File: config.mk
export PLATFORM = sky130hd
export DESIGN_NAME = adsr_envelope_generator
export DESIGN_NICKNAME = d
export VERILOG_FILES = /design/src/adsr_pkg.sv /design/src/adsr_div.sv /design/src/adsr_envelope_generator.sv
export SDC_FILE = /design/constraint.sdc
export NUM_CORES = 1
export LEC_CHECK = 0
export BUFFER_PORTS_ARGS = -buffer_cell sky130_fd_sc_hd__buf_2
export CAP_MARGIN = 20
export CORE_ASPECT_RATIO = 1.4
export CORE_MARGIN = 2
export CORE_UTILIZATION = 35
export DETAILED_ROUTE_END_ITERATION = 6
export PLACE_DENSITY_LB_ADDON = 0.12
export SYNTH_ARGS = -nofsm -noshare
export SYNTH_HDL_FRONTEND = slang
export SYNTH_HIERARCHICAL = 1
export SYNTH_SLANG_ARGS = --single-unit
File: constraint.sdc
create_clock -name clk_i -period 14.73 [get_ports clk_i]
set_input_delay 2.2095 -clock clk_i [delete_from_list [all_inputs] [get_ports clk_i]]
set_output_delay 2.2095 -clock clk_i [all_outputs]
set_load 0.005 [all_outputs]
File: src/adsr_pkg.sv
// ----------------------------------------------------------------------------
// adsr_pkg
// types, widths and codes shared by the envelope generator modules
// ----------------------------------------------------------------------------
`default_nettype none

package adsr_pkg;

  localparam int TimeBits      = 32;
  localparam int LevelFracBits = 15;
  localparam int LevelBits     = LevelFracBits + 1;
  localparam int DurBits       = 16;
  localparam int KindBits      = 2;
  localparam int PhaseBits     = 3;
  localparam int CfgIdxBits    = 2;
  localparam int ProdBits      = DurBits + LevelBits;
  localparam int QuoBits       = ProdBits - DurBits;
  localparam int DivCntBits    = $clog2(QuoBits);

  localparam logic [LevelBits-1:0] FullScale = LevelBits'(64'd1 << LevelFracBits);

  typedef enum logic [PhaseBits-1:0] {
    PH_IDLE    = 3'd0,
    PH_ATTACK  = 3'd1,
    PH_DECAY   = 3'd2,
    PH_SUSTAIN = 3'd3,
    PH_RELEASE = 3'd4
  } phase_e;

  typedef enum logic [KindBits-1:0] {
    KIND_TICK     = 2'd0,
    KIND_NOTE_ON  = 2'd1,
    KIND_NOTE_OFF = 2'd2
  } kind_e;

  typedef enum logic [CfgIdxBits-1:0] {
    CFG_ATTACK  = 2'd0,
    CFG_DECAY   = 2'd1,
    CFG_SUSTAIN = 2'd2,
    CFG_RELEASE = 2'd3
  } cfg_idx_e;

  typedef enum logic [2:0] {
    ST_WAIT,
    ST_EVAL,
    ST_MUL,
    ST_DIVGO,
    ST_DIV,
    ST_DONE
  } fsm_e;

  typedef struct packed {
    logic busy;
    logic done;
  } div_stat_t;

endpackage

`default_nettype wire

File: src/adsr_div.sv
// ----------------------------------------------------------------------------
// adsr_div
// restoring divider, one quotient bit per cycle through a shared subtractor
// ----------------------------------------------------------------------------
`default_nettype none

module adsr_div (
  input  logic                        clk_i,
  input  logic                        rst_ni,
  input  logic                        start_i,
  input  logic [adsr_pkg::ProdBits-1:0] dividend_i,
  input  logic [adsr_pkg::DurBits-1:0]  divisor_i,
  output adsr_pkg::div_stat_t         stat_o,
  output logic [adsr_pkg::QuoBits-1:0]  quotient_o
);
  import adsr_pkg::*;

  logic                  busy_q, busy_d;
  logic                  done_q, done_d;
  logic [DivCntBits-1:0] cnt_q, cnt_d;
  logic [DurBits-1:0]    rem_q, rem_d;
  logic [QuoBits-1:0]    quo_q, quo_d;
  logic [DurBits-1:0]    dvs_q, dvs_d;
  logic [DurBits:0]      trial;
  logic                  ge;

  // dividend is known to be below divisor * 2^QuoBits
  assign trial = {rem_q, quo_q[QuoBits-1]} - {1'b0, dvs_q};
  assign ge    = ~trial[DurBits];

  always_comb begin
    busy_d = busy_q;
    done_d = 1'b0;
    cnt_d  = cnt_q;
    rem_d  = rem_q;
    quo_d  = quo_q;
    dvs_d  = dvs_q;
    if (start_i) begin
      busy_d = 1'b1;
      cnt_d  = DivCntBits'(QuoBits - 1);
      rem_d  = dividend_i[ProdBits-1:QuoBits];
      quo_d  = dividend_i[QuoBits-1:0];
      dvs_d  = divisor_i;
    end else if (busy_q) begin
      rem_d = ge ? trial[DurBits-1:0] : {rem_q[DurBits-2:0], quo_q[QuoBits-1]};
      quo_d = {quo_q[QuoBits-2:0], ge};
      cnt_d = cnt_q - DivCntBits'(1);
      if (cnt_q == '0) begin
        busy_d = 1'b0;
        done_d = 1'b1;
      end
    end
  end

  always_ff @(posedge clk_i or negedge rst_ni) begin
    if (!rst_ni) begin
      busy_q <= 1'b0;
      done_q <= 1'b0;
      cnt_q  <= '0;
    end else begin
      busy_q <= busy_d;
      done_q <= done_d;
      cnt_q  <= cnt_d;
    end
  end

  always_ff @(posedge clk_i) begin
    rem_q <= rem_d;
    quo_q <= quo_d;
    dvs_q <= dvs_d;
  end

  assign stat_o.busy = busy_q;
  assign stat_o.done = done_q;
  assign quotient_o  = quo_q;

endmodule

`default_nettype wire

File: src/adsr_envelope_generator.sv
// ----------------------------------------------------------------------------
// adsr_envelope_generator
// linear attack/decay/sustain/release envelope, Q1.15 level, 32-bit time
// ----------------------------------------------------------------------------
//  channel | direction | handshake               | payload
//  cfg     | in        | cfg_valid_i/cfg_ready_o | cfg_index_i, cfg_data_i
//  in      | in        | in_valid_i/in_ready_o   | kind_i, now_time_i
//  out     | out       | out_valid_o/out_ready_i | level_o, phase_o, idle_o
//
//  ramp ticks pass through evaluate, multiply, divider start, 16 divider
//  steps, divider done flag, result load and the accept state
//  note-on, note-off, unused kind, sustain, idle, end-of-ramp ticks: no divide
//  one transaction is in flight at a time; the next is taken once the result
//  sits in the output register, which holds it while out_ready_i is low
//  reset clears configuration, envelope state and the output valid flag
// ----------------------------------------------------------------------------
`default_nettype none

module adsr_envelope_generator (
  input  logic                            clk_i,
  input  logic                            rst_ni,
  input  logic                            cfg_valid_i,
  output logic                            cfg_ready_o,
  input  logic [adsr_pkg::CfgIdxBits-1:0] cfg_index_i,
  input  logic [adsr_pkg::DurBits-1:0]    cfg_data_i,
  input  logic                            in_valid_i,
  output logic                            in_ready_o,
  input  logic [adsr_pkg::KindBits-1:0]   kind_i,
  input  logic [adsr_pkg::TimeBits-1:0]   now_time_i,
  output logic                            out_valid_o,
  input  logic                            out_ready_i,
  output logic [adsr_pkg::LevelBits-1:0]  level_o,
  output logic [adsr_pkg::PhaseBits-1:0]  phase_o,
  output logic                            idle_o
);
  import adsr_pkg::*;

  fsm_e                 fsm_q, fsm_d;
  logic [KindBits-1:0]  kind_q;
  logic [TimeBits-1:0]  now_q;
  logic [DurBits-1:0]   attack_q, decay_q, release_q;
  logic [LevelBits-1:0] sustain_q;

  phase_e               phase_q, phase_d;
  logic [LevelBits-1:0] level_q, level_d;
  logic [TimeBits-1:0]  start_time_q, start_time_d;
  logic                 start_valid_q, start_valid_d;
  logic [LevelBits-1:0] start_level_q, start_level_d;

  logic [DurBits-1:0]   mul_a_q, mul_a_d;
  logic [LevelBits-1:0] mul_b_q, mul_b_d;
  logic                 ramp_up_q, ramp_up_d;
  logic [ProdBits-1:0]  prod_q;

  logic                 out_valid_q;
  logic [LevelBits-1:0] out_level_q;
  phase_e               out_phase_q;

  logic                 in_fire, cfg_fire, out_load, div_start, need_div;
  div_stat_t            div_stat;
  logic [QuoBits-1:0]   quo;

  logic [TimeBits-1:0]  start_t, elapsed;
  logic [LevelBits-1:0] sus_tgt, base, tgt, span;
  logic [DurBits-1:0]   dur;
  logic                 expired, ramp_done;

  assign cfg_ready_o = 1'b1;
  assign cfg_fire    = cfg_valid_i & cfg_ready_o;
  assign in_fire     = in_valid_i & in_ready_o;

  // ramp operands
  always_comb begin
    start_t = start_valid_q ? start_time_q : now_q;
    elapsed = now_q - start_t;
    sus_tgt = (sustain_q > FullScale) ? FullScale : sustain_q;
    dur     = '0;
    base    = '0;
    tgt     = '0;
    unique case (phase_q)
      PH_ATTACK: begin
        dur = attack_q;
        tgt = FullScale;
      end
      PH_DECAY: begin
        dur  = decay_q;
        base = start_level_q;
        tgt  = sus_tgt;
      end
      PH_RELEASE: begin
        dur  = release_q;
        base = start_level_q;
      end
      default: begin
        dur = '0;
      end
    endcase
    expired   = (dur == '0) || (elapsed >= TimeBits'(dur));
    ramp_done = (phase_q == PH_ATTACK) ? expired : ((base <= tgt) || expired);
    span      = (phase_q == PH_ATTACK) ? FullScale : (base - tgt);
  end

  // envelope state update
  always_comb begin
    phase_d       = phase_q;
    level_d       = level_q;
    start_time_d  = start_time_q;
    start_valid_d = start_valid_q;
    start_level_d = start_level_q;
    mul_a_d       = mul_a_q;
    mul_b_d       = mul_b_q;
    ramp_up_d     = ramp_up_q;
    need_div      = 1'b0;
    if (fsm_q == ST_EVAL) begin
      unique case (kind_q)
        KIND_TICK: begin
          unique case (phase_q)
            PH_ATTACK, PH_DECAY, PH_RELEASE: begin
              start_time_d  = start_t;
              start_valid_d = 1'b1;
              if (ramp_done) begin
                start_valid_d = 1'b0;
                unique case (phase_q)
                  PH_ATTACK: begin
                    phase_d       = PH_DECAY;
                    level_d       = FullScale;
                    start_level_d = FullScale;
                  end
                  PH_DECAY: begin
                    phase_d = PH_SUSTAIN;
                    level_d = sus_tgt;
                  end
                  default: begin
                    phase_d = PH_IDLE;
                    level_d = '0;
                  end
                endcase
              end else begin
                need_div  = 1'b1;
                mul_a_d   = elapsed[DurBits-1:0];
                mul_b_d   = span;
                ramp_up_d = (phase_q == PH_ATTACK);
              end
            end
            PH_SUSTAIN: begin
              start_valid_d = 1'b0;
              if (level_q == '0) begin
                phase_d = PH_IDLE;
              end
            end
            PH_IDLE: begin
              phase_d = PH_IDLE;
            end
            default: begin
              phase_d = PH_IDLE;
            end
          endcase
        end
        KIND_NOTE_ON: begin
          phase_d       = PH_ATTACK;
          level_d       = '0;
          start_valid_d = 1'b0;
          start_level_d = '0;
        end
        KIND_NOTE_OFF: begin
          if (phase_q != PH_IDLE) begin
            phase_d       = PH_RELEASE;
            start_valid_d = 1'b0;
            start_level_d = level_q;
          end
        end
        default: begin
          phase_d = phase_q;
        end
      endcase
    end else if ((fsm_q == ST_DIV) && div_stat.done) begin
      level_d = ramp_up_q ? quo : (start_level_q - quo);
    end
  end

  // sequencer next state
  always_comb begin
    fsm_d = fsm_q;
    unique case (fsm_q)
      ST_WAIT:  if (in_fire) fsm_d = ST_EVAL;
      ST_EVAL:  fsm_d = need_div ? ST_MUL : ST_DONE;
      ST_MUL:   fsm_d = ST_DIVGO;
      ST_DIVGO: fsm_d = ST_DIV;
      ST_DIV:   if (div_stat.done) fsm_d = ST_DONE;
      ST_DONE:  if (!out_valid_q || out_ready_i) fsm_d = ST_WAIT;
      default:  fsm_d = ST_WAIT;
    endcase
  end

  // sequencer outputs
  always_comb begin
    in_ready_o = 1'b0;
    div_start  = 1'b0;
    out_load   = 1'b0;
    unique case (fsm_q)
      ST_WAIT:  in_ready_o = 1'b1;
      ST_DIVGO: div_start  = 1'b1;
      ST_DONE:  out_load   = !out_valid_q || out_ready_i;
      default:  in_ready_o = 1'b0;
    endcase
  end

  adsr_div u_div (
    .clk_i      (clk_i),
    .rst_ni     (rst_ni),
    .start_i    (div_start),
    .dividend_i (prod_q),
    .divisor_i  (dur),
    .stat_o     (div_stat),
    .quotient_o (quo)
  );

  always_ff @(posedge clk_i or negedge rst_ni) begin
    if (!rst_ni) begin
      fsm_q         <= ST_WAIT;
      phase_q       <= PH_IDLE;
      level_q       <= '0;
      start_time_q  <= '0;
      start_valid_q <= 1'b0;
      start_level_q <= '0;
      out_valid_q   <= 1'b0;
    end else begin
      fsm_q         <= fsm_d;
      phase_q       <= phase_d;
      level_q       <= level_d;
      start_time_q  <= start_time_d;
      start_valid_q <= start_valid_d;
      start_level_q <= start_level_d;
      if (out_load) begin
        out_valid_q <= 1'b1;
      end else if (out_ready_i) begin
        out_valid_q <= 1'b0;
      end
    end
  end

  // configuration registers
  always_ff @(posedge clk_i or negedge rst_ni) begin
    if (!rst_ni) begin
      attack_q  <= '0;
      decay_q   <= '0;
      sustain_q <= '0;
      release_q <= '0;
    end else if (cfg_fire) begin
      unique case (cfg_idx_e'(cfg_index_i))
        CFG_ATTACK:  attack_q  <= cfg_data_i;
        CFG_DECAY:   decay_q   <= cfg_data_i;
        CFG_SUSTAIN: sustain_q <= LevelBits'(cfg_data_i);
        CFG_RELEASE: release_q <= cfg_data_i;
        default:     attack_q  <= attack_q;
      endcase
    end
  end

  always_ff @(posedge clk_i) begin
    if (in_fire) begin
      kind_q <= kind_i;
      now_q  <= now_time_i;
    end
    mul_a_q   <= mul_a_d;
    mul_b_q   <= mul_b_d;
    ramp_up_q <= ramp_up_d;
    if (fsm_q == ST_MUL) begin
      prod_q <= ProdBits'(mul_a_q) * ProdBits'(mul_b_q);
    end
    if (out_load) begin
      out_level_q <= level_q;
      out_phase_q <= phase_q;
    end
  end

  assign out_valid_o = out_valid_q;
  assign level_o     = out_level_q;
  assign phase_o     = out_phase_q;
  assign idle_o      = (out_phase_q == PH_IDLE);

endmodule

`default_nettype wire

# Word-level counts from Yosys, hierarchy flattened

Cells that the tools add are included.

Bits in registers: 308
Input port bits: 57
Output and inout port bits: 23
Logic and storage cells: 147

Add/subtract/negate cells: 5
Multipliers: 1
Order comparisons: 3
Equality and inequality tests: 27
Mux-type cells: 53
Bitwise gates (word level): 3
Reductions and logical operators: 30

Operators by type and width:

| kind                 | number |
|---|---|
| $mux 16              | 16 |
| $pmux 16 s3          | 2 |
| $pmux 16 s2          | 2 |
| $ge 32x16->1         | 1 |
| $logic_not 16->1     | 2 |
| $mul 16x16->32       | 1 |
| $mux 32              | 1 |
| $sub 16x16->16       | 2 |
| $sub 32x32->32       | 1 |
| $mux 3               | 7 |
| $pmux 3 s6           | 1 |
| $mux 1               | 17 |
| $sub 17x16->17       | 1 |
| $gt 16x16->1 const B | 1 |
| $le 16x16->1         | 1 |
| $eq 3x2->1 const B   | 4 |
| $reduce_and 4->1     | 3 |
| $ne 2x2->1 const B   | 5 |
| $eq 3x3->1 const B   | 3 |
| $ne 3x3->1 const B   | 3 |
| $pmux 3 s3           | 1 |
| $mux 4               | 2 |
| $reduce_and 2->1     | 4 |
| $eq 2x2->1 const B   | 3 |
| other kinds (25)     | 38 |

# Logic depth before layout (Yosys ltp)

Gate-level depths: netlist (run 1).

Depth after elaboration: 12
Depth in mapped cells: 26
Depth with buffers taken out: 25

# Modules after synthesis

Netlist (run 1), hierarchy kept.

Modules (own cells, without submodules):

| module                  | times used | cells each | area each (um^2) | sequential area each (um^2) |
|---|---|---|---|---|
| adsr_envelope_generator | 1          | 2279       | 22650.5          | 6946.7 |
| adsr_div                | 1          | 280        | 3123.0           | 1591.5 |

# Worst setup path before layout (run 1)

Ideal clock, no wire load.

Path type: register -> register
Start point: register start_valid_q
End point: register mul_a_q[0], enable pin
Setup time: 0.397 ns
Arrival: 6.340 ns
Data required time: 14.333 ns
Setup slack: 7.993 ns
Cell stages (with the launch flop): 23
Buffers on the path: 2
Period minus slack after synthesis: 6.737 ns
Cells stage by stage: dfrtp_1 > clkbuf_1 > buf_1 > mux2i_1 > ha_1 > a21o_1 > or3_1 > o21ba_2 > or2_2 > and2_1 > o21ai_0 > nand2b_1 > xnor2_1 > ha_1 > nand2_1 > nand4bb_1 > a2111oi_2 > or3b_1 > or4_1 > nor4_1 > nand4_1 > or4b_1 > nor2_2

Cells in the longest elaborated chain, start to end: 8

Ends and longest elaborated chain:

| element                               | line                           | RTL |
|---|---|---|
| from (decl)                           | adsr_envelope_generator.sv:47  | `logic start_valid_q, start_valid_d;` |
| from (signal assigned)                | adsr_envelope_generator.sv:232 | `start_valid_q <= start_valid_d;` |
| $mux 32 (*)                           | adsr_envelope_generator.sv:74  | `start_t = start_valid_q ? start_time_q : now_q;` |
| $sub 32x32->32 (*)                    | adsr_envelope_generator.sv:75  | `elapsed = now_q - start_t;` |
| named net elapsed[14]                 | adsr_envelope_generator.sv:63  | `logic [TimeBits-1:0] start_t, elapsed;` |
| $ge 32x16->1 (*)                      | adsr_envelope_generator.sv:98  | `expired = (dur == '0) \|\| (elapsed >= TimeBits'(dur));` |
| $logic_or 1x1->1 (*)                  | adsr_envelope_generator.sv:98  |  |
| $logic_or 1x1->1                      | adsr_envelope_generator.sv:99  | `ramp_done = (phase_q == PH_ATTACK) ? expired : ((base <= tgt) \|\| expired);` |
| $mux 1 (*)                            | adsr_envelope_generator.sv:99  |  |
| $not 1->1 (no source line) (*)        | -                              |  |
| $reduce_and 4->1 (no source line) (*) | -                              |  |
| to (signal assigned)                  | adsr_envelope_generator.sv:265 | `mul_a_q <= mul_a_d;` |
| to (decl)                             | adsr_envelope_generator.sv:50  | `logic [DurBits-1:0] mul_a_q, mul_a_d;` |

The timed path passes the listed nets; every way through them passes the cells marked *.
A chain may end at the register's enable or synchronous reset.

# Final worst setup path (run 1)

Start point: register start_valid_q
End point: register mul_b_q[15], enable pin

Cells in the longest elaborated chain, start to end: 8

Ends and longest elaborated chain:

| element                               | line                           | RTL |
|---|---|---|
| $mux 32 (*)                           | adsr_envelope_generator.sv:74  |  |
| $sub 32x32->32 (*)                    | adsr_envelope_generator.sv:75  |  |
| named net elapsed[15]                 | adsr_envelope_generator.sv:63  |  |
| $ge 32x16->1 (*)                      | adsr_envelope_generator.sv:98  |  |
| $logic_or 1x1->1 (*)                  | adsr_envelope_generator.sv:98  |  |
| $logic_or 1x1->1                      | adsr_envelope_generator.sv:99  |  |
| $mux 1 (*)                            | adsr_envelope_generator.sv:99  |  |
| $not 1->1 (no source line) (*)        | -                              |  |
| $reduce_and 4->1 (no source line) (*) | -                              |  |
| to (signal assigned)                  | adsr_envelope_generator.sv:266 | `mul_b_q <= mul_b_d;` |
| to (decl)                             | adsr_envelope_generator.sv:51  | `logic [LevelBits-1:0] mul_b_q, mul_b_d;` |

Marked as above.

==> key figures, run 1 <==
Global routing
  • Largest net degree at the start of global routing: 98
  • Grt ovf: 0
  • GRT busiest layer: met2
  • Met1 usage: 0.227
  • Met2 Usage GRT: 0.359
  • Initial antenna violation count: 0
  • First-pass GRT wire length: 114 mm
  • GRT met3 Usage: 0.0164
  • Gr usage total: 0.191
  • Vias in the first global route: about 20000

Yosys
  • Ys Warns: 6
  • Gate Count Post-Synth: about 2600
  • Post-synth net total: 3016
  • Mean Syn Cell Area: between 10 and 15 sq um
  • Cell Area, Synth: 0.0258 sq mm

Clock network
  • Clock Tree Buf Depth: 3
  • Clk_lat worst skew: around 620 ps
  • Hold_buf cts: 0
  • Root buffer cell: clkbuf_16
  • CTS tree: done
  • Sinks on the clock net: 308
  • Reg clk slew, reported paths: around 60 ps
  • Post-CTS sizing: 0
  • Max H-tree Level: 1
  • Post-CTS Setup Inserts: 0
  • Number of buffers created by CTS: 31

Worst setup path
  • CP max FO: 34
  • Crit. End Element: register
  • Worst Setup Start Kind: register
  • Most used cell, CP: ha_1
  • Crit Path Category: reg -> reg
  • CP max stage delay: roughly 800 ps
  • Worst Path Arrival: 7400 ps
  • Worst EP required: between 10000 and 15000 ps
  • Slowest cell on crit path: nor2_4
  • Worst-path cell chain: buf_4 > mux2i_1 > ha_1 > nor2b_1 > o31a_1 > o41a_1 > a21oi_1 > a211oi_1 > o21ai_0 > nand2b_1 > xnor2_1 > ha_1 > nand2_1 > nand4bb_1 > a2111oi_2 > or3b_1 > or4_1 > nor4_1 > nand4_1 > or4b_1 > nor2_4

Timing
  • Final hold vios: 0
  • Least-Margin Pin Slew: around 1100 ps
  • Tcrit/Tclk final: 0.487
  • Setup TNS: 0 ps
  • Unrepaired setup endpoints after global routing: false
  • Max Freq: around 0.14 GHz
  • Tmin final: 7170 ps
  • Clk_skew: approximately 18 ps
  • Slew Limit Fails: 0
  • Fin Hold WS: between 400 and 500 ps
  • Tightest slew margin relative to the limit: 0.259
  • # setup viols final: 0

Finish
  • ANT cells: 0
  • Most common cell after layout, fill and taps aside: inv_1
  • Area grow syn2layout: 9.47%
  • Layout cell share with drive strength beyond 1: 0.110
  • Fill cells: around 7200
  • Final instance area: ~0.028 sq mm
  • Nets@finish: 3066
  • Largest registers: now_q: 32 flops, prod_q: 32 flops, start_time_q: 32 flops
  • Most frequent cells in the layout: inv_1 (339), nand2_1 (317), ha_1 (203)

Power
  • Leakage power: between 10 and 15 nW
  • VDD IR max: 0.000115 V
  • Total power per unit cell area: between 100 and 150 mW/mm^2

Die
  • Core ar.: between 0.07 and 0.08 sq mm
  • Die ar.: 0.0758 sq mm
  • Die span in x: 233 um
  • Row cnt: 117
  • Io pins: 80
  • Initial Util: 0.354
  • Die height: between 300 and 400 um

Worst hold path
  • Type of the tightest min-delay check: reg -> reg

Route
  • Final wirelength: just over 70 mm
  • Via Count: approximately 19000
  • Residual DRC: 0
  • Vias/cell: approximately 5.2
  • Avg WL per Cell: 19.7 um
  • Drt first pass iters: 7
  • Initial detailed-routing violation count: just under 1000
  • Post-DRT Antenna Nets: 0

Flow run
  • Max-cap violations: 0

Place
  • Routability cong.: ~0.88
  • Port Buffers: a little under 80
  • Area post-placement: ~0.027 sq mm
  • Detail Placement HPWL: 54.6 mm

Outcome
  • Run status: complete, no violations
==> final cells by class <==
cell class              instances  area [sq um]  share of cell area
clock buffers                  50           953              0.0338
clock inverters                 7          85.1             0.00302
inverters                     340          1280              0.0452
multi-input cells            1815         15500               0.550
flip-flops and latches        308          8540               0.303
well taps                     952          1190              0.0422
repair buffers                112           652              0.0231
==> path summary, 6_finish.rpt <==
kind,from,endpoint,slack [ps],cells after the start
setup reg to reg,start_valid_q$_DFFE_PN0P_,mul_b_q[15]$_SDFFCE_PN1P_,7560,21
setup / recovery,start_valid_q$_DFFE_PN0P_,mul_b_q[15]$_SDFFCE_PN1P_,7560,21
hold reg to reg,start_time_q[29]$_DFFE_PN0P_,start_time_q[29]$_DFFE_PN0P_,480,2
hold / removal,start_time_q[29]$_DFFE_PN0P_,start_time_q[29]$_DFFE_PN0P_,480,2
min in group asynchronous,rst_ni,decay_q[0]$_DFFE_PN0P_,1700,1
max in group asynchronous,rst_ni,start_valid_q$_DFFE_PN0P_,11760,2
==> per-layer routing <==
layer,vias up,wire length [um]
li1,8803,-
met1,9390,28500
met2,319,38100
met3,92,1930
met4,0,2180
met5,-,0
==> critical path: cells and delay by family (launching register included) <==
family / cells / cell delay, ps
adder cells (fa/ha/maj): 2 / 610
AND/OR/NAND/NOR: 10 / 3070
AO/OA/AOI/OAI: 6 / 1590
XOR/XNOR: 1 / 280
buffers and inverters: 1 / 450
flip-flops: 1 / 340
multiplexers: 1 / 350
==> metrics by stage <==
step	cells	total power [W]	util	setup WS (ps)
final	3584	0.00359	0.388	7560
after global routing	3584	0.00384	0.388	6990
after CTS	3582	0.00363	0.387	7500
after detailed placement	3525	0.00279	0.373	7540
after global placement	3525	0.00276	0.373	7610
after floorplan	2558	0.00226	-	7990
==> where the power goes <==
part           total [W]  leakage (nW)  switching [W]  internal [W]
Clock           0.000818         0.507       0.000356      0.000462
Combinational    0.00153          8.87       0.000914      0.000611
Sequential       0.00124          3.29       0.000129       0.00111
Power figures use the tool's default switching activity.
==> inputs of run 2 (changes only) <==
==> constraint.sdc (replaced) <==
create_clock -name clk_i -period 6.5 [get_ports clk_i]
set_input_delay 0.975 -clock clk_i [delete_from_list [all_inputs] [get_ports clk_i]]
set_output_delay 0.975 -clock clk_i [all_outputs]
set_load 0.005 [all_outputs]
==> run 2 against run 1 <==
Sequential power up 130%; setup slack got worse by 7400 ps; sequential share of layout area is 1.6 points lower; count of clock-buffer cells in the layout decreased by 1; critical path depth increased by 1; clock power up 130%; power rose by 130%; critical path type unchanged; largest cell class unchanged; largest power group unchanged.
==> key figures, run 2 (synthesis results as in run 1) <==
Die
  • Die height: 325 um (unchanged)
  • Die span in x: 233 um (unchanged)
  • Initial Util: 0.354 (unchanged)
  • Die ar.: 0.0758 sq mm (unchanged)
  • Row cnt: 117 (unchanged)
  • Core ar.: 0.0728 sq mm (unchanged)
  • Io pins: 80 (unchanged)

Worst setup path
  • CP max FO: 8 (was 34)
  • Crit. End Element: register (unchanged)
  • CP Launch Point: mul_b_q[13]$_SDFFCE_PN0P_ (was start_valid_q$_DFFE_PN0P_)
  • CP max stage delay: 550 ps (was 800 ps)
  • Worst-path cell chain: and2_4 > fa_1 > inv_2 > fa_1 > inv_1 > fa_1 > inv_2 > fa_2 > fa_1 > inv_2 > fa_1 > ha_1 > and3_4 > and2_4 > o21ai_2 > o21ai_2 > o22a_1 > a221o_1 > a41o_1 > o21a_1 > nor2_2 > xnor2_1 (was buf_4 > mux2i_1 > ha_1 > nor2b_1 > o31a_1 > o41a_1 > a21oi_1 > a211oi_1 > o21ai_0 > nand2b_1 > xnor2_1 > ha_1 > nand2_1 > nand4bb_1 > a2111oi_2 > or3b_1 > or4_1 > nor4_1 > nand4_1 > or4b_1 > nor2_4)
  • R2R Path End: prod_q[31]$_DFFE_PP_ (was mul_b_q[15]$_SDFFCE_PN1P_)
  • Worst Setup Start Kind: register (unchanged)
  • Most used cell, CP: fa_1 (was ha_1)
  • Crit Path Category: reg -> reg (unchanged)
  • Reg2reg setup slack: 170 ps (was 7560 ps)
  • Worst Reg2Reg Path Length in Cells: 22 (was 21)
  • Worst EP required: 6850 ps (was 14960 ps)
  • Slowest cell on crit path: fa_1 (was nor2_4)
  • Worst Path Arrival: 6680 ps (was 7400 ps)
  • Reg2reg start: mul_b_q[13]$_SDFFCE_PN0P_ (was start_valid_q$_DFFE_PN0P_)

Timing
  • Setup TNS: 0 ps (unchanged)
  • Tcrit/Tclk final: 0.974 (was 0.487)
  • Least-Margin Pin Slew: 1120 ps (was 1110 ps)
  • Slew Limit Fails: 0 (unchanged)
  • Unrepaired setup endpoints after global routing: true (was false)
  • Final hold vios: 0 (unchanged)
  • Tightest slew margin relative to the limit: 0.252 (was 0.259)
  • Max Freq: 0.158 GHz (was 0.140 GHz)
  • Clk_skew: 15.1 ps (was 18.1 ps)
  • # setup viols final: 0 (unchanged)
  • Tmin final: 6330 ps (was 7170 ps)
  • Crit path setup slack, layout: 171 ps (was 7560 ps)

Global routing
  • Grt ovf: 0 (unchanged)
  • Gr usage total: 0.189 (was 0.191)
  • Largest net degree at the start of global routing: 97 (was 98)
  • First-pass GRT wire length: 114 mm (about the same)
  • Vias in the first global route: 20400 (was 20300)
  • Initial antenna violation count: 0 (unchanged)

Clock network
  • Sinks on the clock net: 308 (unchanged)
  • CTS tree: done (unchanged)
  • Max H-tree Level: 1 (unchanged)
  • Reg clk slew, reported paths: 70 ps (was 60 ps)
  • Clk_lat worst skew: 620 ps (about the same)
  • Clock Tree Buf Depth: 3 (unchanged)
  • Number of buffers created by CTS: 31 (unchanged)
  • Root buffer cell: clkbuf_16 (unchanged)

Route
  • Avg WL per Cell: 19.1 um (was 19.7 um)
  • Via Count: 19100 (was 18600)
  • Post-DRT Antenna Nets: 0 (unchanged)
  • Final wirelength: 71.1 mm (was 70.7 mm)
  • Drt first pass iters: 5 (was 7)
  • Initial detailed-routing violation count: 926 (was 991)
  • Residual DRC: 0 (unchanged)
  • Vias/cell: 5.11 (was 5.19)

Power
  • Internal Power: 0.00502 W (was 0.00219 W)
  • Combinational power share: 0.433 (was 0.425)
  • Sw Ratio: 0.392 (was 0.390)
  • VDD IR max: 0.000246 V (was 0.000115 V)
  • Total power per unit cell area: 278 mW/mm^2 (was 127 mW/mm^2)
  • Clock share of power: 0.227 (was 0.228)
  • NetSw: 0.00324 W (was 0.00140 W)
  • Flop pwr share: 0.341 (was 0.347)
  • Leakage power: 13.5 nW (was 12.7 nW)

Finish
  • Most frequent cells in the layout: inv_1 (332), nand2_1 (316), ha_1 (197) (was inv_1 (339), nand2_1 (317), ha_1 (203))
  • ANT cells: 0 (unchanged)
  • Largest registers: now_q: 32 flops, prod_q: 32 flops, start_time_q: 32 flops (unchanged)
  • Fill cells: 7109 (was 7234)
  • Layout cell share with drive strength beyond 1: 0.173 (was 0.110)
  • Most common cell after layout, fill and taps aside: inv_1 (unchanged)
  • Area grow syn2layout: 15.4% (was 9.47%)
  • Nets@finish: 3213 (was 3066)

Place
  • Routability cong.: 0.883 (was 0.878)
  • Port Buffers: 78 (unchanged)
  • Detail Placement HPWL: 56.4 mm (was 54.6 mm)
  • Post-Place Worst Slack: -79.5 ps (was 7540 ps)

Worst hold path
  • Type of the tightest min-delay check: in -> async (was reg -> reg)

Outcome
  • Run status: complete, no violations (unchanged)

Flow run
  • Max-cap violations: 0 (unchanged)
[run 2: cell types whose count changed in the layout (fill, tap and decap cells not counted), sizes merged]
cell | previous run | this run
buf | 112 | 257
clkbuf | 50 | 51
clkinvlp | 1 | 2
[run 2: how the worst max path moves through the flow]
stage                                 to  slack (ps)  cells after the start
floorplan           mul_a_q[0]$_DFFE_PP_          90                     22
global placement    prod_q[30]$_DFFE_PP_         -60                     23
detailed placement  prod_q[30]$_DFFE_PP_         -80                     23
CTS                 prod_q[24]$_DFFE_PP_          10                     25
global route        prod_q[31]$_DFFE_PP_         -30                     24
finish              prod_q[31]$_DFFE_PP_         170                     22
[run 2: layout make-up]
class,instances,area [sq um],area share
clock buffers,49,971,0.0327
clock inverters,8,86.3,0.00290
inverters,340,1280,0.0429
multi-input cells,1815,15600,0.526
flip-flops and latches,308,8540,0.287
well taps,952,1190,0.0401
repair buffers,259,2030,0.0681
[run 2: power by group through the flow]
stage                     registers [W]  clock network (W)  logic (W)
after detailed placement        0.00285                  0    0.00359
after CTS                       0.00282            0.00194    0.00361
after global routing            0.00286            0.00201    0.00395
after global placement          0.00285                  0    0.00354
after floorplan                 0.00271                  0    0.00241
final                           0.00282            0.00187    0.00357
[run 2: through the flow]
| step | power, W | util | std cells | cell area (sq um) | hold slack, ps |
|---|---|---|---|---|---|
| 5_1_grt | 0.00882 | 0.409 | 3731 | 29700 | 500 |
| 3_5_place_dp | 0.00644 | 0.388 | 3645 | 28200 | 471 |
| 6_report | 0.00826 | 0.409 | 3731 | 29700 | 435 |
| 2_1_floorplan | 0.00511 | - | 2558 | 25800 | 420 |
| 4_1_cts | 0.00837 | 0.403 | 3707 | 29300 | 472 |
| 3_3_place_gp | 0.00639 | 0.388 | 3645 | 28200 | 463 |
[run 2: critical path: cells and delay by family (launching register included)]
| kind | cells | cell delay [ps] |
|---|---|---|
| compound gates | 6 | 1250 |
| simple gates | 4 | 630 |
| buf+inv | 4 | 190 |
| flops | 1 | 520 |
| fa+ha+maj | 7 | 3410 |
| xor+xnor | 1 | 80 |
[run 2: routing by layer]
layer | vias to the layer above | share of wire | global-route usage | wire [um]
met1 | 9537 | 0.42 | 0.230 | 29700
met3 | 109 | 0.024 | 0.0124 | 1690
met5 | - | 0 | 0 | 0
met2 | 308 | 0.52 | 0.351 | 37200
li1 | 9117 | - | - | -
met4 | 0 | 0.034 | 0.0605 | 2400
[run 2: what timing repair did]
action	4_1_cts	5_1_grt
hold buffers	0	0
setup endpoints to repair	4	41
setup buffers	5	21
resized for setup	1	60
hold endpoints to repair	0	0
gates cloned	0	2
pin swaps	0	46
